**src/hdl/lphm_pkg.sv**
```systemverilog
// Shared types, codes and sizes for the linear probe hash map unit.
`timescale 1ns / 1ps

package lphm_pkg;

    // Table geometry.
    localparam int SLOTS      = 256;
    localparam int SLOT_W     = $clog2(SLOTS);
    localparam int MASK_W     = 8;
    localparam int COUNT_W    = 9;
    localparam int KEY_W      = 32;
    localparam int HASH_W     = 32;
    localparam int VALUE_W    = 64;
    localparam logic [MASK_W-1:0] MASK_RESET = {MASK_W{1'b1}};

    // Width wide enough for both sides of the load limit compare.
    localparam int LOAD_W = ((COUNT_W + 2) > (SLOT_W + 3)) ? (COUNT_W + 2) : (SLOT_W + 3);

    typedef enum logic [1:0] {
        FUNC_GET = 2'd0,
        FUNC_PUT = 2'd1,
        FUNC_DEL = 2'd2
    } func_t;

    typedef enum logic [2:0] {
        ST_HIT  = 3'd0,
        ST_MISS = 3'd1,
        ST_NEW  = 3'd2,
        ST_UPD  = 3'd3,
        ST_FULL = 3'd4
    } status_t;

    typedef enum logic [1:0] {
        KIND_EMPTY = 2'd0,
        KIND_LIVE  = 2'd1,
        KIND_TOMB  = 2'd2
    } kind_t;

    typedef enum logic [1:0] {
        S_IDLE,
        S_CHECK,
        S_FINISH
    } fsm_state_t;

    typedef struct packed {
        logic [1:0]         func;
        logic [KEY_W-1:0]   key_id;
        logic [HASH_W-1:0]  key_hash;
        logic [VALUE_W-1:0] write_value;
    } req_t;

    typedef struct packed {
        status_t            status;
        logic [VALUE_W-1:0] read_value;
        logic [COUNT_W-1:0] live_count;
    } rsp_t;

    typedef struct packed {
        kind_t              kind;
        logic [KEY_W-1:0]   key;
        logic [VALUE_W-1:0] value;
    } slot_rec_t;

    typedef struct packed {
        logic              en;
        logic [SLOT_W-1:0] addr;
        slot_rec_t         rec;
    } slot_wr_t;

endpackage

```
**src/hdl/lphm_probe_fsm.sv**
```systemverilog
// Probe sequencer: walks slots one per cycle through a single key compare unit.
`timescale 1ns / 1ps

module lphm_probe_fsm
    import lphm_pkg::*;
(
    input  logic              clk,
    input  logic              rst_n,
    input  logic              start,
    input  req_t              req,
    input  logic [SLOT_W-1:0] mask,
    output logic              busy,
    output logic              res_valid,
    input  logic              res_take,
    output rsp_t              res,
    output slot_wr_t          slot_wr,
    output logic [SLOT_W-1:0] rd_addr,
    input  slot_rec_t         rd_rec
);

    fsm_state_t         state_reg, state_next;
    req_t               req_reg, req_next;
    logic [SLOT_W-1:0]  idx_reg, idx_next;
    logic [SLOT_W-1:0]  steps_reg, steps_next;
    logic               have_tomb_reg, have_tomb_next;
    logic [SLOT_W-1:0]  tomb_reg, tomb_next;
    logic [COUNT_W-1:0] count_reg, count_next;
    rsp_t               res_reg, res_next;

    logic              is_empty;
    logic              is_tomb;
    logic              match;
    logic              last_step;
    logic              tomb_seen;
    logic [SLOT_W-1:0] tomb_idx;
    logic [SLOT_W-1:0] where;
    logic              avail;
    logic [SLOT_W-1:0] start_idx;
    logic [LOAD_W-1:0] load_lhs;
    logic [LOAD_W-1:0] mask_plus1;
    logic [LOAD_W-1:0] load_rhs;
    logic              over_load;

    always_ff @(posedge clk or negedge rst_n)
    begin
        if (!rst_n)
        begin
            state_reg     <= S_IDLE;
            count_reg     <= '0;
            have_tomb_reg <= 1'b0;
        end
        else
        begin
            state_reg     <= state_next;
            count_reg     <= count_next;
            have_tomb_reg <= have_tomb_next;
        end
    end

    always_ff @(posedge clk)
    begin
        req_reg   <= req_next;
        idx_reg   <= idx_next;
        steps_reg <= steps_next;
        tomb_reg  <= tomb_next;
        res_reg   <= res_next;
    end

    // Shared compare unit, evaluated on the slot read in the previous cycle.
    assign is_empty  = (rd_rec.kind == KIND_EMPTY);
    assign is_tomb   = (rd_rec.kind == KIND_TOMB);
    assign match     = (rd_rec.kind == KIND_LIVE) && (rd_rec.key == req_reg.key_id);
    assign last_step = (steps_reg == mask);
    assign tomb_seen = have_tomb_reg || is_tomb;
    assign tomb_idx  = have_tomb_reg ? tomb_reg : idx_reg;
    assign where     = (match || (is_empty && !have_tomb_reg)) ? idx_reg : tomb_idx;
    assign avail     = match || is_empty || tomb_seen;
    assign start_idx = req.key_hash[SLOT_W-1:0] & mask;

    // Reject a new key when 4 * (count + 1) > 3 * (mask + 1).
    assign load_lhs   = LOAD_W'({count_reg, 2'b00}) + LOAD_W'(4);
    assign mask_plus1 = LOAD_W'(mask) + LOAD_W'(1);
    assign load_rhs   = (mask_plus1 << 1) + mask_plus1;
    assign over_load  = (load_lhs > load_rhs);

    assign busy      = (state_reg != S_IDLE);
    assign res_valid = (state_reg == S_FINISH);
    assign res       = res_reg;

    always_comb
    begin
        state_next     = state_reg;
        req_next       = req_reg;
        idx_next       = idx_reg;
        steps_next     = steps_reg;
        have_tomb_next = have_tomb_reg;
        tomb_next      = tomb_reg;
        count_next     = count_reg;
        res_next       = res_reg;
        rd_addr        = idx_reg;
        slot_wr.en     = 1'b0;
        slot_wr.addr   = where;
        slot_wr.rec    = '{kind: KIND_LIVE, key: req_reg.key_id, value: req_reg.write_value};

        unique case (state_reg)
            S_IDLE:
            begin
                rd_addr = start_idx;
                if (start)
                begin
                    req_next            = req;
                    idx_next            = start_idx;
                    steps_next          = '0;
                    have_tomb_next      = 1'b0;
                    res_next.status     = ST_MISS;
                    res_next.read_value = '0;
                    res_next.live_count = count_reg;
                    if ((req.func == FUNC_PUT) ||
                        (((req.func == FUNC_GET) || (req.func == FUNC_DEL)) && (count_reg != '0)))
                    begin
                        state_next = S_CHECK;
                    end
                    else
                    begin
                        state_next = S_FINISH;
                    end
                end
            end

            S_CHECK:
            begin
                if (is_empty || match || last_step)
                begin
                    state_next = S_FINISH;
                    unique case (req_reg.func)
                        FUNC_GET:
                        begin
                            if (match)
                            begin
                                res_next.status     = ST_HIT;
                                res_next.read_value = rd_rec.value;
                            end
                        end
                        FUNC_PUT:
                        begin
                            if (match)
                            begin
                                slot_wr.en      = 1'b1;
                                res_next.status = ST_UPD;
                            end
                            else if (over_load || !avail)
                            begin
                                res_next.status = ST_FULL;
                            end
                            else
                            begin
                                slot_wr.en      = 1'b1;
                                count_next      = count_reg + COUNT_W'(1);
                                res_next.status = ST_NEW;
                            end
                        end
                        FUNC_DEL:
                        begin
                            if (match)
                            begin
                                slot_wr.en       = 1'b1;
                                slot_wr.rec      = rd_rec;
                                slot_wr.rec.kind = KIND_TOMB;
                                count_next       = count_reg - COUNT_W'(1);
                                res_next.status  = ST_HIT;
                            end
                        end
                        default:
                        begin
                            res_next.status = ST_MISS;
                        end
                    endcase
                    res_next.live_count = count_next;
                end
                else
                begin
                    // Keep walking; remember the first tombstone passed.
                    if (is_tomb && !have_tomb_reg)
                    begin
                        tomb_next = idx_reg;
                    end
                    have_tomb_next = tomb_seen;
                    idx_next       = (idx_reg + SLOT_W'(1)) & mask;
                    steps_next     = steps_reg + SLOT_W'(1);
                    rd_addr        = idx_next;
                end
            end

            S_FINISH:
            begin
                if (res_take)
                begin
                    state_next = S_IDLE;
                end
            end

            default:
            begin
                state_next = S_IDLE;
            end
        endcase
    end

endmodule

```
**config.mk**
```make
export PLATFORM = sky130hd
export DESIGN_NAME = lphm_probe_fsm
export DESIGN_NICKNAME = d
export VERILOG_FILES = /design/src/hdl/lphm_pkg.sv /design/src/hdl/lphm_probe_fsm.sv
export SDC_FILE = /design/constraint.sdc
export NUM_CORES = 1
export LEC_CHECK = 0
export BUFFER_PORTS_ARGS = -buffer_cell sky130_fd_sc_hd__buf_2
export CAP_MARGIN = 40
export CORE_AREA = 2 2 167 169
export DETAILED_ROUTE_END_ITERATION = 12
export DIE_AREA = 0 0 169 171
export PLACE_DENSITY = 0.79
export RECOVER_POWER = 50
export REMOVE_ABC_BUFFERS = 1
export SYNTH_ARGS = -nofsm -noshare
export SYNTH_HDL_FRONTEND = slang
export SYNTH_SLANG_ARGS = --single-unit
```
**constraint.sdc**
```tcl
create_clock -name clk -period 9.64 [get_ports clk]
set_clock_uncertainty 0.15 [all_clocks]
set_input_delay 0.964 -clock clk [delete_from_list [all_inputs] [get_ports clk]]
set_output_delay 0.964 -clock clk [all_outputs]
set_load 0.02 [all_outputs]
```
# Word-level counts from Yosys, hierarchy flattened
# Index checks and enable logic that the tools add are counted.
[totals] elab_cells=111 n_memories=0 latchBits=0 ramBits=0 rom_bits=0 ff_bits=210 in_bits=240
[op_classes] mux=40 n_eq_ne=18 n_mul=0 magnitude_cmp=1 n_reduce_logical=30 n_shift=0 addsub=7 n_bitwise=3 n_div=0
[op_table] op="98-bit 2-to-1 mux" n=4
[op_table] op="76-bit 2-to-1 mux" n=2
[op_table] op="76-bit one-hot mux with 2 select lines" n=1
[op_table] op="67-bit 2-to-1 mux" n=1
[op_table] op="64-bit 2-to-1 mux" n=1
[op_table] op="8-bit 2-to-1 mux" n=6
[op_table] op="8-bit one-hot mux with 2 select lines" n=3
[op_table] op="32-bit == test" n=1
[op_table] op="9-bit 2-to-1 mux" n=3
[op_table] op="9-bit one-hot mux with 2 select lines" n=1
[op_table] op="8-bit by 1-bit adder with 8-bit output, second input constant" n=2
[op_table] op="8-bit bitwise AND" n=2
[op_table] op="3-bit AND reduction" n=4
[op_table] op="10-bit by 9-bit adder with 11-bit output" n=1
[op_table] op="11-bit by 3-bit adder with 11-bit output, second input constant" n=1
[op_table] op="11-bit greater-than comparator" n=1
[op_table] op="5-bit AND reduction" n=2
[op_table] op="8-bit by 1-bit adder with 9-bit output, second input constant" n=1
[op_table] op="9-bit by 1-bit adder with 9-bit output, second input constant" n=1
[op_table] op="3-bit 2-to-1 mux" n=3
[op_table] op="3-bit one-hot mux with 3 select lines" n=1
[op_table] op="9-bit nonzero test" n=1
[op_table] op="9-bit by 1-bit subtractor with 9-bit output, second input constant" n=1
[op_table] op="2-bit by 1-bit == test with 1-bit output, second input constant" n=4
[op_table] op="16 further kinds" n=51

# Depth between registers and ports, before layout
# Gate-level depths: netlist (run 1).
[logic_depth] ltp_word=11 ltp_mapped=21

# Least setup slack after synthesis (run 1)
# Ideal clock, no wire load.
[synth_timing] path_kind="input -> register" start="input start" end="register res_reg, in the netlist res[10] (enable)" n_path_buf=0 arrival_ps=5864 slack_ps=3139 cell_stages=4 path_cell_list="nand2_1 inv_1 a21oi_1 nor2_1"
[synth_via] elab_chain_len=2
[synth_lines] element="start: declaration" line_no="lphm_probe_fsm.sv:9" source="input logic start,"
[synth_lines] element="2-bit inequality test (no source line)"
[synth_lines] element="5-bit AND reduction (no source line)"
[synth_lines] element="end signal: assignment" line_no="lphm_probe_fsm.sv:66" source="res_reg <= res_next;"
[synth_lines] element="end: declaration" line_no="lphm_probe_fsm.sv:28" source="rsp_t res_reg, res_next;"
# Every way passes these cells.
# A chain may end at the register's enable or synchronous reset.

==> results of run 1 <==
[stage by stage]
stage	cells	worst slack, ns	power [mW]	area [µm²]	hold WS, ns
final	1574	3.55	3.76	13600	0.366
after global placement	1521	3.58	2.83	12800	0.369
after global routing	1569	3.02	3.94	13500	0.405
after floorplan	760	0.788	2.34	10300	0.349
after detailed placement	1524	3.54	2.87	12900	0.380
after CTS	1569	3.56	3.82	13700	0.183
[cell type report]
cell class	instances	area share
antenna	5	0.000923
clock buffer	27	0.0467
clock inverter	18	0.0137
inverter	24	0.00683
multi-input combinational	526	0.291
sequential	210	0.461
tap	346	0.0319
timing repair buffer	418	0.148
[synth_stat cells (3+ instances only)]
| library cell | n | area share |
|---|---|---|
| o21bai_1 | 3 | 0.0021 |
| a211oi_1 | 6 | 0.0043 |
| o21ai_0 | 25 | 0.012 |
| nor3_1 | 13 | 0.0062 |
| and3_1 | 17 | 0.010 |
| o31ai_1 | 11 | 0.0078 |
| a21oi_1 | 21 | 0.0099 |
| nand4_1 | 12 | 0.0071 |
| a221oi_1 | 5 | 0.0041 |
| or3_1 | 3 | 0.0018 |
| nand3b_1 | 4 | 0.0028 |
| xor2_1 | 27 | 0.022 |
| nor2_1 | 24 | 0.0085 |
| xnor2_1 | 38 | 0.031 |
| a22oi_1 | 4 | 0.0028 |
| nand2_1 | 33 | 0.012 |
| buf_2 | 8 | 0.0038 |
| dfrtp_1 | 12 | 0.028 |
| o22ai_1 | 7 | 0.0041 |
| a31oi_1 | 4 | 0.0024 |
| clkbuf_1 | 63 | 0.022 |
| mux2_2 | 74 | 0.079 |
| nor2b_1 | 7 | 0.0041 |
| ha_1 | 30 | 0.036 |
| inv_1 | 23 | 0.0082 |
| edfxtp_1 | 198 | 0.56 |
| a32o_1 | 3 | 0.0028 |
| nand2b_1 | 4 | 0.0024 |
| nand3_1 | 24 | 0.011 |
| a21o_1 | 4 | 0.0028 |
| nor4_1 | 16 | 0.0095 |
| and2_1 | 68 | 0.040 |
[metal layers]
layer / share of wire / track usage / vias to the layer above
li1: - / - / 3836
met1: 0.39 / 0.253 / 3963
met2: 0.51 / 0.370 / 320
met3: 0.075 / 0.0641 / 66
met4: 0.029 / 0.0702 / 10
met5: 0.0020 / 0 / -
[worst max-delay path, stage by stage]
cell      delay (ns)
buf_2           0.25
ha_1            0.30
xor2_1          0.21
ha_1            0.26
a21o_1          0.20
a21oi_1         0.22
o21bai_1        0.12
a21oi_1         0.27
o21bai_1        0.16
nor4_1          0.20
a211oi_1        0.10
ha_1            0.30
a21o_1          0.16
a211oi_1        0.21
o21ai_0         0.11
o22ai_1         0.33
or2_2           0.21
a21oi_1         0.07
nor2_1          0.14
buf_2           0.18
[final timing paths]
check / start / endpoint / slack (ns)
worst max-delay path: mask[0] / slot_wr[106] / 3.55
min in group clk: have_tomb_reg / have_tomb_reg / 0.39
max in group asynchronous: rst_n / have_tomb_reg / 8.43
worst min register to register: have_tomb_reg / have_tomb_reg / 0.39
worst max register to register: state_reg[0] / res[6] / 4.25
worst min-delay path: rst_n / count_reg[6] / 0.37
[logic make-up after synthesis]
kind of cell,after synthesis,synth area share
xor gates and xnor gates,65,0.0539
adders and majority gates,30,0.0355
and+or+nand+nor,238,0.127
muxes,76,0.0808
buffers and inverters,97,0.0365
DFF,210,0.591
AOI/OAI and AO/OA,117,0.0748
[power by group through the flow]
stage               logic [mW]  registers [mW]  clock network (mW)
global placement          1.34            1.49                   0
global route              1.43            1.52               0.991
floorplan                0.697            1.64                   0
detailed placement        1.37            1.50                   0
finish                    1.33            1.49               0.942
CTS                       1.37            1.49               0.958
==> impl_metrics.csv, run 1 <==
group,metric,value,unit
placement,dp_hpwl,24200,µm
synth,synth_cells,833,
synth,syn_area,10600,µm²
global_routing,grt.overflow.total,0,
power,p_leak,5.33,nW
global_routing,grt_max_degree,81,
power,power_per_cell_area,278,nW/µm²
route,wl,32100,µm
route,drtIter0Drc,488,
finish,register_area,6250,µm²
critical_path,worst-setup-path-type,"in2out",
timing,tightest_slew,3.29,ns
finish,utilization,0.496,
synth,synthArstFlopShare,0.0571,
floorplanning,core,27300,µm²
timing,drv_slew,81,
route,antenna_left,0,
clocking,cts_num_sinks,210,
synth,ys.flop_type,"edfxtp_1",
critical_path,end_kind,"primary output",
finish,final_common_cell,"buf_2",
global_routing,grt_usage,0.213,
run,maxCapViolations,1,
synth,synth-edff-count,198,
floorplanning,dieArea,28900,µm²
finish,area_growth,28.3,%
clocking,numCtsBuffers,25,
hold_path,hold_class,"in2async",
floorplanning,rows,61,
finish,layout_common_cells,"295 x buf_2, 198 x edfxtp_1, 116 x clkbuf_1",
clocking,htreeDepth,1,
global_routing,grt_pass1_vias,8098,
clocking,hold_buffers,0,
power,peakVddDrop,182,µV
timing,maxSlewHeadroom,-1.19,
power,combPwrFrac,0.354,
floorplanning,die_w,169,µm
synth,ys_ff_latch,210,
clocking,cts_buffer_depth,3,
placement,port_buffers,408,
timing,totalNegativeSetupSlack,0,ns
timing,fin_crit_sh,0.632,
placement,gp_congestion,0.918,
synth,synthDistinctLibCells,64,
finish,drive_above_1_share,0.348,
route,drt-pass1-iter-count,4,
clocking,clk_latency,0.53,ns
synth,yosysSeqAreaShare,0.591,
clocking,clockRootBuffer,"clkbuf_16",
route,viasPerCell,5.21,
critical_path,crit_fanout,11,
floorplanning,die_h,171,µm
outcome,outcome,"finished with violations",
outcome,failed_checks,"max-capacitance violations, max-slew violations",
clocking,cts_tree,"done",
global_routing,grt_pass1_wl,47300,µm
route,route.detailed.drc,0,
synth,avgSynthCellArea,12.7,µm²
power,p_switching,1.43,mW
critical_path,arrival,4.98,ns
timing,setup_violations,0,
timing,fmax,164,MHz
timing,finalHoldViolations,0,
finish,fill_cells,2479,
clocking,post_cts_buffers,0,
critical_path,cp.required,8.53,ns
synth,yosysWarnings,0,
power,p_clk_frac,0.250,
power,pwr-share-seq,0.396,
timing,fin_crit,6.09,ns
power,internal_power,2.33,mW
clocking,cts_resized,0,
finish,multi_input_area,3950,µm²
power,switching_share,0.381,
critical_path,r2r_cells,5,
timing,rsz0062_at_grt,"no",
floorplanning,initial_core_util,0.387,
route,wire_per_inst,20.4,µm
clocking,clk_pin_slew,0.07,ns
floorplanning,num_io_pins,433,
global_routing,antenna_found_initial,9,
finish,largest_reg_flops,98,
route,vias,8195,
finish,fin_nets,1475,
critical_path,worstSetupStartpointType,"input pin",
Note: power is estimated with default switching activity, not from simulation.
==> inputs of run 2 (changes only) <==
CORE_AREA = default   (was 2 2 167 169)
CORE_ASPECT_RATIO = 0.5   (was default)
CORE_MARGIN = 2   (was default)
CORE_UTILIZATION = 49   (was default)
DIE_AREA = default   (was 0 0 169 171)
PLACE_DENSITY = 0.93   (was 0.79)
clock period = 5.9 ns   (was 9.64 ns; I/O delays follow)
==> run 2 against run 1 <==
  * The flow still finishes with violations (max-capacitance violations, max-slew violations)
  * Sequential power up 64%
  * Register-to-register slack worse by 3.1 ns
  * Global-route usage is 6.4 points higher
==> impl_metrics.csv, run 2 (synthesis gave the netlist of run 1 again) <==
group,metric,value,unit
outcome,outcome,"finished with violations",
outcome,failed_checks,"max-capacitance violations, max-slew violations",
placement,dp_hpwl,24100,µm
timing,fin_crit,5.44,ns
placement,gp_congestion,0.950,
global_routing,grt_max_degree,70,
finish,drive_above_1_share,0.344,
clocking,clk_latency,0.51,ns
clocking,htreeDepth,1,
floorplanning,num_io_pins,433,
power,power_per_cell_area,450,nW/µm²
finish,fin_nets,1473,
power,p_switching,2.34,mW
floorplanning,die_w,212,µm
clocking,hold_buffers,1,
finish,largest_reg_flops,98,
hold_path,hold_class,"in2reg",
clocking,cts_tree,"done",
power,pwr-share-seq,0.409,
clocking,cts_num_sinks,210,
floorplanning,initial_core_util,0.507,
route,viasPerCell,5.79,
route,wire_per_inst,21.7,µm
timing,rsz0062_at_grt,"no",
timing,setup_violations,0,
global_routing,grt.overflow.total,0,
floorplanning,die_h,108,µm
floorplanning,core,20800,µm²
timing,totalNegativeSetupSlack,0,ns
critical_path,cp.required,5.16,ns
route,drt-pass1-iter-count,5,
critical_path,crit_fanout,11,
finish,final_common_cell,"buf_2",
timing,finalHoldViolations,0,
critical_path,worst-setup-path-type,"in2out",
timing,maxSlewHeadroom,-0.786,
power,power,5.99,mW
global_routing,grt_usage,0.277,
clocking,clk_pin_slew,0.07,ns
finish,layout_common_cells,"295 x buf_2, 198 x edfxtp_1, 117 x clkbuf_1",
clocking,cts_resized,0,
finish,fill_cells,1646,
timing,tightest_slew,2.68,ns
timing,fin_crit_sh,0.923,
route,vias,8651,
power,p_leak,5.26,nW
critical_path,end_kind,"primary output",
run,maxCapViolations,1,
finish,area_growth,26.1,%
clocking,post_cts_buffers,0,
global_routing,grt_pass1_wl,48200,µm
power,p_clk_frac,0.227,
power,peakVddDrop,316,µV
route,drtIter0Drc,812,
clocking,cts_buffer_depth,3,
critical_path,arrival,4.70,ns
route,antenna_left,0,
placement,port_buffers,408,
route,wl,32400,µm
timing,fmax,184,MHz
floorplanning,dieArea,22800,µm²
timing,drv_slew,70,
route,route.detailed.drc,0,
power,combPwrFrac,0.365,
clocking,numCtsBuffers,21,
global_routing,grt_pass1_vias,8605,
critical_path,worstSetupStartpointType,"input pin",
floorplanning,rows,37,
power,switching_share,0.391,
power,internal_power,3.65,mW
global_routing,antenna_found_initial,4,
clocking,clockRootBuffer,"clkbuf_16",
-- run 2: changes by cell type in the layout (fill, tap and decap cells not counted), sizes merged --
| cell | previous run | this run |
|---|---|---|
| clkbuf | 141 | 138 |
| clkinv | 11 | 9 |
| inv | 23 | 25 |
| clkinvlp | 5 | 3 |
| diode | 5 | 2 |
| bufinv | 3 | 2 |
| dlygate4sd3 | 0 | 1 |
-- run 2: layer usage --
metal | wire [µm] | GRT usage | vias to the layer above
met5 | 41 | 0 | -
met4 | 1290 | 0.0915 | 6
met3 | 2620 | 0.0671 | 113
met2 | 16300 | 0.483 | 484
met1 | 12200 | 0.342 | 4229
li1 | - | - | 3819
-- run 2: final timing paths --
kind                                  to  cells past startpoint  slack, ns     startpoint
hold reg to reg            have_tomb_reg                      1       0.40  have_tomb_reg
min in group asynchronous   count_reg[3]                      2       0.54          rst_n
hold / removal                req_reg[4]                      1       0.09         req[4]
max in group asynchronous   count_reg[6]                      2       4.54          rst_n
setup reg to reg                 res[32]                      5       1.16   state_reg[0]
setup / recovery            slot_wr[106]                     20       0.46        mask[0]
-- run 2: per-stage QoR --
step	setup WS, ns	instances	hold slack (ns)	util	cell area (µm²)
2_1_floorplan	-2.20	760	0.144	-	10300
3_3_place_gp	0.542	1448	0.349	0.612	12700
3_5_place_dp	0.465	1452	0.360	0.614	12800
4_1_cts	0.550	1491	0.0781	0.647	13500
5_1_grt	0.224	1492	0.0742	0.639	13300
6_report	0.456	1493	0.0942	0.639	13300
-- run 2: area by class of cell --
cell class	instances	area (µm²)	share of cell area
repair buffers	420	2010	0.151
inverters	24	92.6	0.00695
diodes	2	5.00	0.000376
clock buffers	23	533	0.0400
multi-input cells	526	3950	0.296
well taps	273	342	0.0256
flip-flops and latches	210	6250	0.469
clock inverters	15	144	0.0108
-- run 2: power by group through the flow --
| stage | logic (mW) | registers (mW) | clock network, mW |
|---|---|---|---|
| 5_1_grt | 2.34 | 2.49 | 1.43 |
| 2_1_floorplan | 1.14 | 2.69 | 0 |
| 4_1_cts | 2.24 | 2.44 | 1.37 |
| 6_report | 2.18 | 2.45 | 1.36 |
| 3_5_place_dp | 2.22 | 2.47 | 0 |
| 3_3_place_gp | 2.14 | 2.44 | 0 |
-- run 2: worst max-delay path, stage by stage --
cell and delay (ns):
buf_2 0.23, ha_1 0.28, xor2_1 0.23, ha_1 0.27, a21o_1 0.20, a21oi_1 0.22, o21bai_1 0.12, a21oi_1 0.29
o21bai_1 0.18, nor4_1 0.25, a211oi_1 0.11, ha_1 0.31, and3_1 0.18, nand4_1 0.13, o21ai_0 0.22, o22ai_1 0.19
or2_2 0.34, a21oi_1 0.16, nor2_1 0.06, buf_2 0.16
==> inputs of run 3 (changes only) <==
ABC_AREA = 1   (was default)
CORE_UTILIZATION = 50   (was 49)
==> run 3 against run 2 <==
  * Combinational power rose by 7%
  * First-iteration DRC count rose by 25%
  * The flow finishes with violations (max-capacitance violations)
  * Non-clock buffer count fell by 2
  * Design area rose by 8.0%
  * Die area rose by 8.7%
  * Synthesized area rose by 11%
  * Largest cell class unchanged
  * Core utilization fell by 1.2 points
  * Global-route usage rose by 1.5 points
==> impl_metrics.csv, run 3 <==
group,metric,value,unit
critical_path,end_kind,"primary output",
synth,ys.flop_type,"edfxtp_1",
floorplanning,die_h,112,µm
finish,largest_reg_flops,98,
synth,avgSynthCellArea,8.92,µm²
floorplanning,core,22900,µm²
floorplanning,rows,39,
critical_path,worstSetupStartpointType,"input pin",
critical_path,worst-path-buf-inv,3,
floorplanning,initial_core_util,0.512,
route,viasPerCell,5.24,
floorplanning,die_w,221,µm
synth,yosysSeqAreaShare,0.532,
global_routing,grt.overflow.total,0,
route,wl_met2,17400,µm
floorplanning,dieArea,24800,µm²
timing,tightest_slew,1.48,ns
timing,maxSlewHeadroom,0.00759,
finish,area_growth,22.5,%
global_routing,grt_pass1_wl,54900,µm
clocking,cts_num_sinks,210,
finish,fin_nets,1951,
synth,synth_area_leaders,"edfxtp_1 51%, nand2_1 10%, inv_1 6.3%",
finish,register_area,6250,µm²
timing,finalHoldViolations,0,
critical_path,regToRegStartpoint,"req_reg[104]",
synth,synth_top_cell_area_share,0.506,
power,peakVddDrop,229,µV
synth,synthDistinctLibCells,40,
hold_path,min_from,"req[99]",
hold_path,hold_class,"in2reg",
critical_path,cp_top_family,"simple AND/OR/NAND/NOR gates",
critical_path,critPathLaunch,"mask[0]",
placement,port_buffers,408,
timing,drv_slew,0,
placement,dp_hpwl,28200,µm
critical_path,slowest_stage,"ha_1",
clocking,cts_buffer_depth,3,
outcome,outcome,"finished with violations",
clocking,clk_latency,0.51,ns
clocking,post_cts_buffers,0,
synth,synth_cells,1316,
synth,ys_ff_latch,210,
global_routing,grt_max_degree,83,
synth,synthArstFlopShare,0.0571,
timing,fin_crit_sh,0.875,
critical_path,crit_fanout,9,
critical_path,max_stage_delay,0.31,ns
synth,syn_area,11700,µm²
finish,multi_input_area,4360,µm²
critical_path,cp.required,5.16,ns
placement,dpl.cell_count,1965,
timing,fmax,194,MHz
clocking,cts_resized,0,
route,met3WireLength,3370,µm
synth,yosysMostFrequentCell,"nand2_1",
global_routing,grt_usage,0.292,
finish,drive_above_1_share,0.259,
synth,synth-edff-count,198,
synth,yosysWarnings,0,
floorplanning,num_io_pins,433,
route,wire_per_inst,18.2,µm
route,drt-met1-wl,13800,µm
critical_path,arrival,4.42,ns
finish,stdcell_count,2003,
route,drtIter0Drc,1011,
timing,fin_crit,5.16,ns
placement,gp_congestion,0.990,
synth,synth.largest_area_cell,"edfxtp_1",
route,drt-pass1-iter-count,6,
clocking,cts_tree,"done",
run,maxCapViolations,1,
power,p_leak,6.94,nW
route,vias,10500,
timing,rsz0062_at_grt,"no",
clocking,hold_buffers,1,
critical_path,worst-setup-path-type,"in2out",
finish,final_common_cell,"nand2_1",
global_routing,grt_pass1_vias,9967,
finish,fill_cells,1935,
outcome,failed_checks,"max-capacitance violations",
timing,whs,0.0982,ns
synth,synth_common_cells,"324 x nand2_1, 198 x edfxtp_1, 196 x inv_1",
timing,setup_violations,0,
critical_path,cpMostUsedCell,"nand2_1",
global_routing,antenna_found_initial,4,
finish,layout_common_cells,"324 x nand2_1, 291 x buf_2, 198 x edfxtp_1",
route,wl,36500,µm
route,antenna_left,0,
clocking,numCtsBuffers,20,
route,route.detailed.drc,0,
route,highest_layer,"met5",
power,power_per_cell_area,417,nW/µm²
clocking,clockRootBuffer,"clkbuf_16",
clocking,clk_pin_slew,0.07,ns
clocking,htreeDepth,1,
## run 3: stage by stage
stage | cell area, µm² | power, mW | util | worst slack (ns) | TNS [ns]
after global routing | 14400 | 6.33 | 0.627 | 0.418 | 0
after CTS | 14500 | 6.05 | 0.634 | 0.778 | 0
final | 14400 | 6.00 | 0.627 | 0.735 | 0
after global placement | 13800 | 4.71 | 0.603 | 0.895 | 0
after detailed placement | 13900 | 4.81 | 0.607 | 0.800 | 0
after floorplan | 11400 | 3.92 | - | -0.648 | -41.46
## run 3: kinds of logic (layout without fill, tap and decap cells)
group,Yosys count,after routing,synth area share
AO/OA/AOI/OAI,115,115,0.0702
XOR/XNOR,44,44,0.0328
adder cells (fa/ha/maj),30,30,0.0320
buffers and inverters,275,653,0.0974
flip-flops,210,210,0.532
multiplexers,2,2,0.00192
other,0,2,0
AND/OR/NAND/NOR,640,640,0.234
## run 3: power breakdown
| part | internal, mW | leakage (nW) | switching [mW] |
|---|---|---|---|
| registers | 2.18 | 2.03 | 0.247 |
| logic | 0.666 | 4.62 | 1.68 |
| clock network | 0.676 | 0.289 | 0.558 |
| total | 3.52 | 6.94 | 2.48 |
## run 3: routing by layer
| layer | global-route usage | up-vias |
|---|---|---|
| met1 | 0.370 | 4889 |
| li1 | - | 4948 |
| met3 | 0.0626 | 105 |
| met2 | 0.483 | 541 |
| met5 | 0.0235 | - |
| met4 | 0.129 | 6 |
## run 3: layout make-up
class                      count  share of cell area
clock inverter                 8             0.00556
sequential                   210               0.434
inverter                     200              0.0526
tap                          307              0.0267
clock buffer                  27              0.0366
timing repair buffer         418               0.141
multi-input combinational    831               0.303
antenna                        2            0.000348
## run 3: worst paths after layout
| check | endpoint | depth (start not counted) | slack, ns |
|---|---|---|---|
| worst max-delay path | slot_wr[106] | 26 | 0.74 |
| worst min-delay path | req_reg[99] | 1 | 0.1 |
| worst max register to register | res[40] | 13 | 1.84 |
| worst min register to register | tomb_reg[4] | 0 | 0.37 |
| max in group asynchronous | count_reg[4] | 2 | 4.68 |
| min in group asynchronous | have_tomb_reg | 2 | 0.48 |
